File: config.mk
export PLATFORM = sky130hd
export DESIGN_NAME = multi_channel_periodic_timer_top
export DESIGN_NICKNAME = d
export VERILOG_FILES = /design/src/sv/mcpt_pkg.sv /design/src/sv/mcpt_div.sv /design/src/sv/mcpt_datapath.sv /design/src/sv/mcpt_ctrl.sv /design/src/sv/multi_channel_periodic_timer_top.sv
export SDC_FILE = /design/constraint.sdc
export NUM_CORES = 1
export LEC_CHECK = 0
export BUFFER_PORTS_ARGS = -buffer_cell sky130_fd_sc_hd__clkbuf_2
export CAP_MARGIN = 0
export CORE_MARGIN = 2
export CORE_UTILIZATION = 56
export DETAILED_ROUTE_END_ITERATION = 10
export GPL_ROUTABILITY_DRIVEN = 0
export PLACE_DENSITY = 0.79
export REMOVE_ABC_BUFFERS = 1
export SLEW_MARGIN = 20
export SYNTH_ARGS = -nofsm -noshare
export SYNTH_HDL_FRONTEND = slang
export SYNTH_SLANG_ARGS = --single-unit
File: constraint.sdc
create_clock -name clk -period 4.05 [get_ports clk]
set_input_delay 0.2025 -clock clk [delete_from_list [all_inputs] [get_ports clk]]
set_output_delay 0.2025 -clock clk [all_outputs]
set_load 0.005 [all_outputs]
File: src/sv/mcpt_pkg.sv
// ----------------------------------------------------------------------------
// mcpt_pkg: shared definitions for the multi-channel periodic timer
// Sizes, codes and the command/status bundles between controller and datapath.
// ----------------------------------------------------------------------------
package mcpt_pkg;

  localparam int CHANNELS    = 8;
  localparam int PERIOD_BITS = 16;

  localparam int CNT_W  = $clog2(CHANNELS + 1);
  localparam int IDX_W  = (CHANNELS > 1) ? $clog2(CHANNELS) : 1;
  localparam int STEP_W = $clog2(PERIOD_BITS);

  // Widths of the result ports and the interval input
  localparam int MASK_W   = 8;
  localparam int BASE_W   = 16;
  localparam int COUNT_W  = 4;
  localparam int STATUS_W = 2;
  localparam int INTV_W   = 16;

  typedef enum logic [STATUS_W-1:0] {
    STATUS_OK   = 2'd0,
    STATUS_FULL = 2'd1,
    STATUS_ZERO = 2'd2
  } status_t;

  typedef enum logic {
    OP_ADD  = 1'b0,
    OP_TICK = 1'b1
  } opcode_t;

  typedef struct packed {
    logic    capture;     // latch the item, clear mask and index
    logic    append;      // store new period, bump count, seed gcd operands
    logic    div_gcd;     // start divider on gcd operands
    logic    gcd_step;    // a <= b, b <= a mod b
    logic    set_base;    // base <= a
    logic    div_quot;    // start divider on period[idx] / base
    logic    quot_write;  // store quotient and restart countdown of idx
    logic    tick_step;   // service countdown of idx
    logic    idx_inc;     // advance channel index
    logic    emit;        // load result registers and pulse done
    status_t emit_status;
  } cmd_t;

  typedef struct packed {
    logic op_tick;
    logic full;
    logic zero_interval;
    logic no_channels;
    logic gcd_done;
    logic div_done;
    logic idx_last;
  } stat_t;

endpackage

File: src/sv/mcpt_div.sv
// ----------------------------------------------------------------------------
// mcpt_div: iterative restoring divider
// One quotient bit per cycle; done pulses in the cycle after the last step.
// ----------------------------------------------------------------------------
module mcpt_div (
  input  logic                             clk,
  input  logic                             rst,
  input  logic                             start,
  input  logic [mcpt_pkg::PERIOD_BITS-1:0] dividend,
  input  logic [mcpt_pkg::PERIOD_BITS-1:0] divisor,
  output logic                             done,
  output logic [mcpt_pkg::PERIOD_BITS-1:0] quotient,
  output logic [mcpt_pkg::PERIOD_BITS-1:0] remainder
);

  localparam int W      = mcpt_pkg::PERIOD_BITS;
  localparam int STEP_W = mcpt_pkg::STEP_W;

  logic              running;
  logic [STEP_W-1:0] step;
  logic [W-1:0]      dvs;
  logic [W-1:0]      quo;
  logic [W-1:0]      rem;
  logic [W:0]        shifted;
  logic [W:0]        diff;

  assign shifted = {rem, quo[W-1]};
  assign diff    = shifted - {1'b0, dvs};

  always_ff @(posedge clk) begin
    if (rst) begin
      running <= 1'b0;
      done    <= 1'b0;
      step    <= '0;
    end else begin
      done <= running && (step == '0);
      if (start) begin
        running <= 1'b1;
        step    <= STEP_W'(W - 1);
      end else if (running) begin
        if (step == '0) begin
          running <= 1'b0;
        end else begin
          step <= step - STEP_W'(1);
        end
      end
    end
  end

  always_ff @(posedge clk) begin
    if (start) begin
      dvs <= divisor;
      quo <= dividend;
      rem <= '0;
    end else if (running) begin
      if (!diff[W]) begin
        rem <= diff[W-1:0];
        quo <= {quo[W-2:0], 1'b1};
      end else begin
        rem <= shifted[W-1:0];
        quo <= {quo[W-2:0], 1'b0};
      end
    end
  end

  assign quotient  = quo;
  assign remainder = rem;

endmodule

File: src/sv/mcpt_datapath.sv
// ----------------------------------------------------------------------------
// mcpt_datapath: channel tables, base period, gcd operands and result regs
// Executes one controller command set per cycle; shares one divider.
// ----------------------------------------------------------------------------
module mcpt_datapath (
  input  logic                           clk,
  input  logic                           rst,
  input  logic                           opcode,
  input  logic [mcpt_pkg::INTV_W-1:0]    interval,
  input  mcpt_pkg::cmd_t                 cmd,
  output mcpt_pkg::stat_t                stat,
  output logic                           done,
  output logic [mcpt_pkg::MASK_W-1:0]    fired_mask,
  output logic [mcpt_pkg::BASE_W-1:0]    base_period,
  output logic [mcpt_pkg::COUNT_W-1:0]   channel_count,
  output logic [mcpt_pkg::STATUS_W-1:0]  status
);

  localparam int CHANNELS = mcpt_pkg::CHANNELS;
  localparam int W        = mcpt_pkg::PERIOD_BITS;
  localparam int CNT_W    = mcpt_pkg::CNT_W;
  localparam int IDX_W    = mcpt_pkg::IDX_W;
  localparam int MASK_W   = mcpt_pkg::MASK_W;
  localparam int BASE_W   = mcpt_pkg::BASE_W;
  localparam int COUNT_W  = mcpt_pkg::COUNT_W;
  localparam int MASK_PW  = (CHANNELS > MASK_W) ? CHANNELS : MASK_W;
  localparam int BASE_PW  = (W > BASE_W) ? W : BASE_W;
  localparam int COUNT_PW = (CNT_W > COUNT_W) ? CNT_W : COUNT_W;

  mcpt_pkg::opcode_t  op_q;
  logic [W-1:0]        intv_q;
  logic [CNT_W-1:0]    count;
  logic [W-1:0]        base;
  logic [W-1:0]        ga;
  logic [W-1:0]        gb;
  logic [IDX_W-1:0]    idx;
  logic [CHANNELS-1:0] mask;
  logic [CHANNELS-1:0] mask_upd;
  logic [CHANNELS-1:0] fire_bit;

  logic [W-1:0] period [CHANNELS];
  logic [W-1:0] quot   [CHANNELS];
  logic [W-1:0] cd     [CHANNELS];

  logic [W-1:0] cd_cur;
  logic         cd_zero;
  logic [W-1:0] cd_new;

  logic         div_start;
  logic [W-1:0] div_dividend;
  logic [W-1:0] div_divisor;
  logic         div_done;
  logic [W-1:0] div_quot;
  logic [W-1:0] div_rem;

  mcpt_pkg::status_t   res_status;
  logic [CHANNELS-1:0] res_mask;
  logic [W-1:0]        res_base;
  logic [CNT_W-1:0]    res_count;

  logic [MASK_PW-1:0]  mask_pad;
  logic [BASE_PW-1:0]  base_pad;
  logic [COUNT_PW-1:0] count_pad;

  // Shared divider: Euclid remainders, then per-channel quotients
  assign div_start    = cmd.div_gcd || cmd.div_quot;
  assign div_dividend = cmd.div_gcd ? ga : period[idx];
  assign div_divisor  = cmd.div_gcd ? gb : base;

  mcpt_div u_div (
    .clk       (clk),
    .rst       (rst),
    .start     (div_start),
    .dividend  (div_dividend),
    .divisor   (div_divisor),
    .done      (div_done),
    .quotient  (div_quot),
    .remainder (div_rem)
  );

  // Countdown service for the visited channel: reload on zero, then count down
  assign cd_cur  = cd[idx];
  assign cd_zero = (cd_cur == '0);
  assign cd_new  = cd_zero ? (quot[idx] - W'(1)) : (cd_cur - W'(1));

  always_comb begin
    fire_bit      = '0;
    fire_bit[idx] = 1'b1;
  end

  assign mask_upd = (cmd.tick_step && cd_zero) ? (mask | fire_bit) : mask;

  always_ff @(posedge clk) begin
    if (rst) begin
      count <= '0;
      base  <= W'(1);
      idx   <= '0;
      mask  <= '0;
      done  <= 1'b0;
    end else begin
      done <= cmd.emit;
      if (cmd.capture) begin
        idx  <= '0;
        mask <= '0;
      end else begin
        mask <= mask_upd;
        if (cmd.idx_inc) begin
          idx <= idx + IDX_W'(1);
        end
      end
      if (cmd.append) begin
        count <= count + CNT_W'(1);
      end
      if (cmd.set_base) begin
        base <= ga;
      end
    end
  end

  always_ff @(posedge clk) begin
    if (cmd.capture) begin
      op_q   <= mcpt_pkg::opcode_t'(opcode);
      intv_q <= W'(interval);
    end
    if (cmd.append) begin
      period[count[IDX_W-1:0]] <= intv_q;
      ga <= (count == '0) ? intv_q : base;
      gb <= (count == '0) ? '0 : intv_q;
    end else if (cmd.gcd_step) begin
      ga <= gb;
      gb <= div_rem;
    end
    if (cmd.quot_write) begin
      quot[idx] <= div_quot;
      cd[idx]   <= div_quot;
    end else if (cmd.tick_step) begin
      cd[idx] <= cd_new;
    end
    if (cmd.emit) begin
      res_status <= cmd.emit_status;
      res_mask   <= mask_upd;
      res_base   <= base;
      res_count  <= count;
    end
  end

  assign stat.op_tick       = (op_q == mcpt_pkg::OP_TICK);
  assign stat.full          = (count == CNT_W'(CHANNELS));
  assign stat.zero_interval = (intv_q == '0);
  assign stat.no_channels   = (count == '0);
  assign stat.gcd_done      = (gb == '0);
  assign stat.div_done      = div_done;
  assign stat.idx_last      = ((CNT_W'(idx) + CNT_W'(1)) == count);

  assign mask_pad      = MASK_PW'(res_mask);
  assign base_pad      = BASE_PW'(res_base);
  assign count_pad     = COUNT_PW'(res_count);
  assign fired_mask    = mask_pad[MASK_W-1:0];
  assign base_period   = base_pad[BASE_W-1:0];
  assign channel_count = count_pad[COUNT_W-1:0];
  assign status        = res_status;

  a_count_bound: assert property (@(posedge clk) disable iff (rst)
    count <= CNT_W'(CHANNELS))
    else $error("channel count beyond table size");

  a_div_nonzero: assert property (@(posedge clk) disable iff (rst)
    div_start |-> div_divisor != '0)
    else $error("divider started with zero divisor");

  a_tick_base: assert property (@(posedge clk) disable iff (rst)
    cmd.tick_step |-> (base != '0 && count != '0))
    else $error("tick serviced without channels or base");

  a_mask_ok_only: assert property (@(posedge clk) disable iff (rst)
    done && res_status != mcpt_pkg::STATUS_OK |-> res_mask == '0)
    else $error("fired mask on a rejected add");

endmodule

File: src/sv/mcpt_ctrl.sv
// ----------------------------------------------------------------------------
// mcpt_ctrl: sequencer for the periodic timer
// Decodes an item, runs Euclid and the quotient sweep or the tick sweep.
// ----------------------------------------------------------------------------
module mcpt_ctrl (
  input  logic            clk,
  input  logic            rst,
  input  logic            start,
  input  mcpt_pkg::stat_t stat,
  output mcpt_pkg::cmd_t  cmd,
  output logic            busy
);

  typedef enum logic [6:0] {
    ST_IDLE       = 7'b0000001,
    ST_DECODE     = 7'b0000010,
    ST_GCD_CHECK  = 7'b0000100,
    ST_GCD_WAIT   = 7'b0001000,
    ST_QUOT_START = 7'b0010000,
    ST_QUOT_WAIT  = 7'b0100000,
    ST_TICK       = 7'b1000000
  } state_t;

  state_t state;
  state_t state_next;

  always_ff @(posedge clk) begin
    if (rst) begin
      state <= ST_IDLE;
    end else begin
      state <= state_next;
    end
  end

  always_comb begin
    state_next      = state;
    cmd             = '0;
    cmd.emit_status = mcpt_pkg::STATUS_OK;
    unique case (state)
      ST_IDLE: begin
        if (start) begin
          cmd.capture = 1'b1;
          state_next  = ST_DECODE;
        end
      end
      ST_DECODE: begin
        priority if (stat.op_tick) begin
          if (stat.no_channels) begin
            cmd.emit   = 1'b1;
            state_next = ST_IDLE;
          end else begin
            state_next = ST_TICK;
          end
        end else if (stat.full) begin
          cmd.emit        = 1'b1;
          cmd.emit_status = mcpt_pkg::STATUS_FULL;
          state_next      = ST_IDLE;
        end else if (stat.zero_interval) begin
          cmd.emit        = 1'b1;
          cmd.emit_status = mcpt_pkg::STATUS_ZERO;
          state_next      = ST_IDLE;
        end else begin
          cmd.append = 1'b1;
          state_next = ST_GCD_CHECK;
        end
      end
      ST_GCD_CHECK: begin
        if (stat.gcd_done) begin
          cmd.set_base = 1'b1;
          state_next   = ST_QUOT_START;
        end else begin
          cmd.div_gcd = 1'b1;
          state_next  = ST_GCD_WAIT;
        end
      end
      ST_GCD_WAIT: begin
        if (stat.div_done) begin
          cmd.gcd_step = 1'b1;
          state_next   = ST_GCD_CHECK;
        end
      end
      ST_QUOT_START: begin
        cmd.div_quot = 1'b1;
        state_next   = ST_QUOT_WAIT;
      end
      ST_QUOT_WAIT: begin
        if (stat.div_done) begin
          cmd.quot_write = 1'b1;
          if (stat.idx_last) begin
            cmd.emit   = 1'b1;
            state_next = ST_IDLE;
          end else begin
            cmd.idx_inc = 1'b1;
            state_next  = ST_QUOT_START;
          end
        end
      end
      ST_TICK: begin
        cmd.tick_step = 1'b1;
        if (stat.idx_last) begin
          cmd.emit   = 1'b1;
          state_next = ST_IDLE;
        end else begin
          cmd.idx_inc = 1'b1;
        end
      end
      default: begin
        state_next = ST_IDLE;
      end
    endcase
  end

  assign busy = (state != ST_IDLE);

endmodule

File: src/sv/multi_channel_periodic_timer_top.sv
// ----------------------------------------------------------------------------
// multi_channel_periodic_timer_top: multi-channel periodic timer
// Keeps up to eight channel periods, a gcd base period and per-channel
// countdowns; answers every command beat with exactly one result beat.
// ----------------------------------------------------------------------------
// Usage: raise start with opcode and interval while busy is low; that edge
// takes the beat. An add (opcode 0) appends a channel, recomputes the base
// period as the gcd of all periods and restarts every countdown at
// period / base. A tick (opcode 1) stands for one base period: each channel
// whose countdown is zero sets its fired_mask bit and reloads, then every
// countdown steps down. Each command yields one result beat: done is high for
// exactly one cycle with fired_mask, base_period, channel_count and status,
// and the receiver cannot stall it, so capture the result while done is high.
// A full table (status 1) or a zero interval (status 2) leaves the state
// untouched. A tick visits each registered channel in turn (the channels are
// serviced one per cycle), with done raised in the cycle busy drops. An add
// runs on the shared one-bit-per-cycle divider: Euclid remainder rounds until
// the remainder is zero, then one quotient division per registered channel.
// Rejected adds and ticks with no channels emit their result straight from
// the decode state. A new command may be started in the same cycle that done
// is shown.
// ----------------------------------------------------------------------------
module multi_channel_periodic_timer_top (
  input  logic                           clk,
  input  logic                           rst,
  input  logic                           start,
  input  logic                           opcode,
  input  logic [mcpt_pkg::INTV_W-1:0]    interval,
  output logic                           busy,
  output logic                           done,
  output logic [mcpt_pkg::MASK_W-1:0]    fired_mask,
  output logic [mcpt_pkg::BASE_W-1:0]    base_period,
  output logic [mcpt_pkg::COUNT_W-1:0]   channel_count,
  output logic [mcpt_pkg::STATUS_W-1:0]  status
);

  mcpt_pkg::cmd_t  cmd;
  mcpt_pkg::stat_t stat;

  // Sequencer: holds off new beats while a command is in flight
  mcpt_ctrl u_ctrl (
    .clk   (clk),
    .rst   (rst),
    .start (start),
    .stat  (stat),
    .cmd   (cmd),
    .busy  (busy)
  );

  // Tables, divider and result registers
  mcpt_datapath u_datapath (
    .clk           (clk),
    .rst           (rst),
    .opcode        (opcode),
    .interval      (interval),
    .cmd           (cmd),
    .stat          (stat),
    .done          (done),
    .fired_mask    (fired_mask),
    .base_period   (base_period),
    .channel_count (channel_count),
    .status        (status)
  );

endmodule
# Yosys cells after proc, flatten, opt, wreduce, memory -nomap -nowiden
# Memories as Yosys holds them, arrays and structs flattened. A register that Yosys moved wholly into a read port is not among the register bits.
# Cells that the tools add are included.
[word_totals]
regBits = 172
mem_bits_rw = 384
input_bits = 20
output_inout_bits = 32
elab_cells = 138
n_memories = 3
[mem_list]
columns = ["memory", "depth", "width", "read_ports", "rd_ports_with_merged_regs", "write_ports", "line", "text"]
rows = [
  ["u_datapath.cd", 8, 16, 1, 1, 1, "mcpt_datapath.sv:43", "logic [W-1:0] cd [CHANNELS];"],
  ["u_datapath.period", 8, 16, 1, 1, 1, "mcpt_datapath.sv:41", "logic [W-1:0] period [CHANNELS];"],
  ["u_datapath.quot", 8, 16, 1, 1, 1, "mcpt_datapath.sv:42", "logic [W-1:0] quot [CHANNELS];"],
]
[classes]
n_addsub = 7
magnitude_cmp = 2
eq_ne = 15
mux = 71
n_bitwise = 3
n_reduce_logical = 16
[op_table]
columns = ["op", "count"]
rows = [
  ["16-bit 2-to-1 mux", 13],
  ["7-bit case mux with 7 select lines", 1],
  ["16-bit zero test", 3],
  ["7-bit 2-to-1 mux", 6],
  ["16-bit by 1-bit subtractor with 16-bit output (second input constant)", 2],
  ["1-bit 2-to-1 mux", 31],
  ["3-bit 2-to-1 mux", 10],
  ["17-bit by 16-bit subtractor with 17-bit output", 1],
  ["4-bit 2-to-1 mux", 3],
  ["5-bit 2-to-1 mux", 2],
  ["4-bit zero test", 2],
  ["8-bit 2-to-1 mux", 1],
  ["8-bit bitwise OR", 1],
  ["7-bit by 1-bit equality test with 1-bit output (second input constant)", 1],
  ["7-bit by 2-bit equality test with 1-bit output (second input constant)", 1],
  ["7-bit by 3-bit equality test with 1-bit output (second input constant)", 1],
  ["7-bit by 4-bit equality test with 1-bit output (second input constant)", 1],
  ["7-bit by 5-bit equality test with 1-bit output (second input constant)", 1],
  ["7-bit by 6-bit equality test with 1-bit output (second input constant)", 1],
  ["7-bit equality test (second input constant)", 1],
  ["7-bit by 1-bit inequality test with 1-bit output (second input constant)", 1],
  ["2-bit by 1-bit inequality test with 1-bit output (second input constant)", 3],
  ["3-bit by 1-bit adder with 4-bit output (second input constant)", 1],
  ["4-bit by 1-bit adder with 4-bit output (second input constant)", 1],
  ["20 further kinds", 25],
]

# Logic depth before layout (Yosys ltp)
[depth]
word_depth = 7
depth_mapped = 17
ltp_nobuf = 13

# Cells and area by module
# From an unflattened synthesis, not the netlist that was laid out.
[hier_totals]
hier_cells = 1510
area_unflattened_um2 = 23822.8
[by_module_without_submodules]
columns = ["mod", "n_inst", "cells_per_inst", "area_per_inst_um2", "seq_area_each_um2"]
rows = [
  ["mcpt_datapath", 1, 1140, 20201.9, 14604.0],
  ["mcpt_div", 1, 294, 3025.4, 1401.3],
  ["mcpt_ctrl", 1, 76, 595.6, 140.1],
]

# Worst setup path after synthesis
# Ideal clock, no wire load.
[synth_timing]
path_type = "reg-to-reg"
from = "reg u_datapath.count[0]"
to = "mem u_datapath.period[4][0] in the netlist's numbering (enable)"
setup_time_ps = 436
arrival_ps = 3422
required_time_ps = 3614
setup_slack_ps = 192
stages_incl_launch_ff = 9
n_path_buf = 2
synth_period_minus_slack_ps = 3858
path_cell_list = "dfxtp_1 -> clkbuf_1 -> inv_1 -> ha_1 -> nor2b_1 -> nand2_1 -> nand3_1 -> clkbuf_1 -> nor4b_1"
[synth_between]
elab_chain_len = 6
[synth_rtl]
columns = ["element", "line", "text"]
rows = [
  ["from (decl)", "mcpt_datapath.sv:32", "logic [CNT_W-1:0] count;"],
  ["from (signal assigned)", "mcpt_datapath.sv:112", "count <= count + CNT_W'(1);"],
  ["4-bit equality test", "mcpt_datapath.sv:148", "assign stat.full = (count == CNT_W'(CHANNELS));"],
  ["1-bit 2-to-1 mux", "mcpt_ctrl.sv:54", "end else if (stat.full) begin"],
  ["1-bit 2-to-1 mux", "mcpt_ctrl.sv:47", "priority if (stat.op_tick) begin"],
  ["1-bit 2-to-1 mux", "mcpt_ctrl.sv:39", "unique case (state)"],
  ["1-bit 2-to-1 mux", "mcpt_datapath.sv:125", "if (cmd.append) begin"],
  ["1-bit 2-to-1 mux (not written as such)", "mcpt_datapath.sv:126", "period[count[IDX_W-1:0]] <= intv_q;"],
  ["to (decl)", "mcpt_datapath.sv:41", ""],
]
# Several ways; a longest one is shown, not always the timed one.

==> flow_summary.json <==
{
  "rsz0062_at_grt": "false",
  "syn_area_per_cell_um2": 15.28,
  "final-instance-count-excl-fill": 2242,
  "htreeDepth": 2,
  "start_util": 0.5670,
  "period_share": 0.9328,
  "antenna_found_initial": 0,
  "post-place-ws_ns": 0.05336,
  "nNetsFinal": 1704,
  "grt_max_degree": 58,
  "arrival_ns": 4.11,
  "antenna_cells": 0,
  "grt_pass1_wl_mm": 83.10,
  "grt_overflow_total": 0,
  "cpMostUsedCell": "and2_1",
  "finalSetupTns_ns": 0,
  "area_growth_pct": 13.01,
  "port_buffers": 51,
  "clkTransAtPathRegs_ns": 0.06,
  "wirelength_mm": 54.19,
  "worst_slew_pin_slew_ns": 0.9536,
  "synth_edf_count": 495,
  "crit_chain": "mux4_2 > nor2_1 > nand2_1 > a211oi_2 > o211ai_4 > o21a_1 > ha_1 > and2_1 > and2_1 > o211ai_2 > nor3b_1 > a211oi_1 > o21ai_1",
  "wl_per_cell_um": 24.17,
  "crit_type": "reg -> reg",
  "grt_pass1_vias": 14290,
  "ys.warnings.count": 0,
  "max_freq_mhz": 264.7,
  "cts_buffers": 53,
  "num-fill-cells": 2819,
  "synth_cell_types": 75,
  "p_per_area_nw_per_um2": 452.8,
  "relSlewSlack": 0.3626,
  "vdd.ir_drop.worst_v": 0.0003802,
  "fin_ws_ns": 0.2723,
  "layout-drive-gt1-share": 0.1973,
  "yosysSeqAreaShare": 0.6789,
  "final_util": 0.6407,
  "die_w_um": 210.1,
  "cp.buffers_inverters": 0,
  "status": "completed",
  "coreArea_um2": 41950,
  "worst_path_largest_cell_delay_ns": 0.54,
  "final-setup-viol-count": 0,
  "root_buffer": "clkbuf_16",
  "grt_usage": 0.2486,
  "worst_path_max_delay_cell": "mux4_2",
  "worstPathRequired_ns": 4.38,
  "viasPerCell": 6.290,
  "ys_ff_latch": 559,
  "cellLeakagePower_nw": 8.846,
  "fin_skew_ns": 0.02493,
  "fp.dieH_um": 210.1,
  "clock_sinks": 559,
  "startpoint_type": "flop",
  "cap_violations": 0,
  "synthesis.area_um2": 23780,
  "drtIter0Drc": 1594,
  "crit_fanout": 15,
  "dp.cells": 2127,
  "drcViolationCount": 0,
  "min_period_ns": 3.778,
  "clock_latency_ns": 0.58,
  "ios": 52,
  "slew_viol_final": 0,
  "dpl.hpwl_mm": 33.86,
  "cts_tree": "built",
  "finalHoldViolCount": 0,
  "drt_first_pass_iters": 6,
  "die_area_um2": 44130,
  "hp-class": "in -> reg",
  "final_antenna_net_count": 0,
  "min_from": "rst",
  "num_rows": 75,
  "cts_buffer_depth": 3,
  "syn_inst": 1556,
  "yosys_most_used_dff": "edfxtp_1",
  "via_count": 14100,
  "cpLargestDelayFamily": "compound AO/OA/AOI/OAI gates",
  "power.total_mw": 12.17,
  "ys_async_sr_fraction": 0,
  "cp-end-kind": "flop"
}
==> per-stage QoR <==
stage	cell area [µm²]	hold WS, ns
global route	26880	0.3467
floorplan	23360	0.2716
CTS	26840	0.2963
global placement	24850	0.3793
finish	26880	0.3323
detailed placement	24850	0.3811
==> kinds of logic after synthesis <==
logic type / count (synthesis) / synth area share
fa+ha+maj: 22 / 0.01189
xor+xnor: 37 / 0.01363
flops: 559 / 0.6789
buf+inv: 116 / 0.02320
compound gates: 238 / 0.06314
simple gates: 389 / 0.07829
mux: 195 / 0.1310
==> path summary, 6_finish.rpt <==
| path | to | slack [ns] | depth (start not counted) |
|---|---|---|---|
| setup / recovery | u_datapath.cd[2][10]$_DFFE_PP_ | 0.27 | 13 |
| hold / removal | u_datapath.count[2]$_SDFFE_PP0P_ | 0.33 | 2 |
| setup reg to reg | u_datapath.cd[2][10]$_DFFE_PP_ | 0.27 | 13 |
| hold reg to reg | u_datapath.fired_mask[2]$_DFFE_PP_ | 0.51 | 1 |
==> layout make-up <==
cell class | count | area, µm² | area share
timing repair buffer | 131 | 912.1 | 0.03394
multi-input combinational | 881 | 7188 | 0.2675
sequential | 559 | 16160 | 0.6012
inverter | 36 | 135.1 | 0.005028
tap | 539 | 674.4 | 0.02509
clock inverter | 25 | 331.6 | 0.01234
clock buffer | 71 | 1476 | 0.05493
==> layout by cell type, fill, tap and decap left out, types with 6 or more instances in the layout <==
master,instances
edfxtp_1,495
nand2_1,138
mux2i_1,96
mux4_2,91
nor2_1,86
o21ai_0,84
buf_4,60
dfxtp_1,60
clkbuf_16,55
clkbuf_2,51
a21oi_1,45
inv_1,36
nor3_1,31
nor2b_1,26
xnor2_1,25
o21ai_1,25
ha_1,21
dlygate4sd3_1,18
a22oi_1,17
nand2b_1,16
nand3_1,16
nor4_1,13
xor2_1,12
clkbuf_1,12
nand4_1,11
clkinv_2,8
bufinv_16,8
o21bai_2,7
nand3b_1,6
mux2_2,6
and2_1,6
o21a_1,6
o211ai_1,6
==> layer usage <==
layer,vias to the layer above,GRT usage,share of wire,wire length (µm)
li1,6207,-,-,-
met5,-,0,0,0
met1,7055,0.3199,0.38,20590
met3,143,0.03456,0.076,4126
met4,0,0.08291,0.030,1649
met2,698,0.4380,0.51,27830
==> synthesized netlist by cell type, drive strengths merged, types with 21 or more instances <==
library cell    n  area share
buf            36       0.011
inv            36      0.0057
clkbuf         44      0.0069
o21ai         112       0.024
nor2b          27      0.0071
dfxtp          64       0.054
xnor2          25      0.0092
nand2         138       0.022
mux4           91       0.086
a21oi          45      0.0095
edfxtp        495        0.63
ha             21       0.011
nor2           88       0.014
mux2i          98       0.042
nor3           35      0.0076
==> registers in the layout (all words and copies together) (netlist names), 2 cells and up, named ones only <==
register                    cells
u_datapath.cd                 128
u_datapath.quot               128
u_datapath.u_div.dvs           16
u_datapath.u_div.quotient      16
u_datapath.status               2
u_datapath.period             128
u_datapath.channel_count        4
u_datapath.gb                  16
u_datapath.mask                 8
u_datapath.base_period         16
u_datapath.ga                  16
u_ctrl.state                    7
u_datapath.base                16
u_datapath.intv_q              16
u_datapath.u_div.remainder     16
u_datapath.count                4
u_datapath.idx                  3
u_datapath.u_div.step           4
u_datapath.fired_mask           8
==> worst reg2reg max path, cell delays in order (launching register included) <==
cell and delay (ns):
dfxtp_4 0.53, mux4_2 0.55, nor2_1 0.19, nand2_1 0.14
a211oi_2 0.40, o211ai_4 0.15, o21a_1 0.22, ha_1 0.20
and2_1 0.16, and2_1 0.19, o211ai_2 0.11, nor3b_1 0.22
a211oi_1 0.08, o21ai_1 0.40
==> timing repair <==
item | in CTS | in global routing
setup buffers | 0 | 1
hold endpoints to repair | 18 | 0
endpoints found under the setup margin | 0 | 48
hold buffers | 18 | 0
resized for setup | 0 | 5
==> where the power goes <==
part           leakage [nW]  switching [mW]  internal (mW)
logic                  2.98           0.333          0.261
registers              4.98           0.125           6.32
clock network         0.882            2.07           3.06
Note: power is estimated with default switching activity, not from simulation.
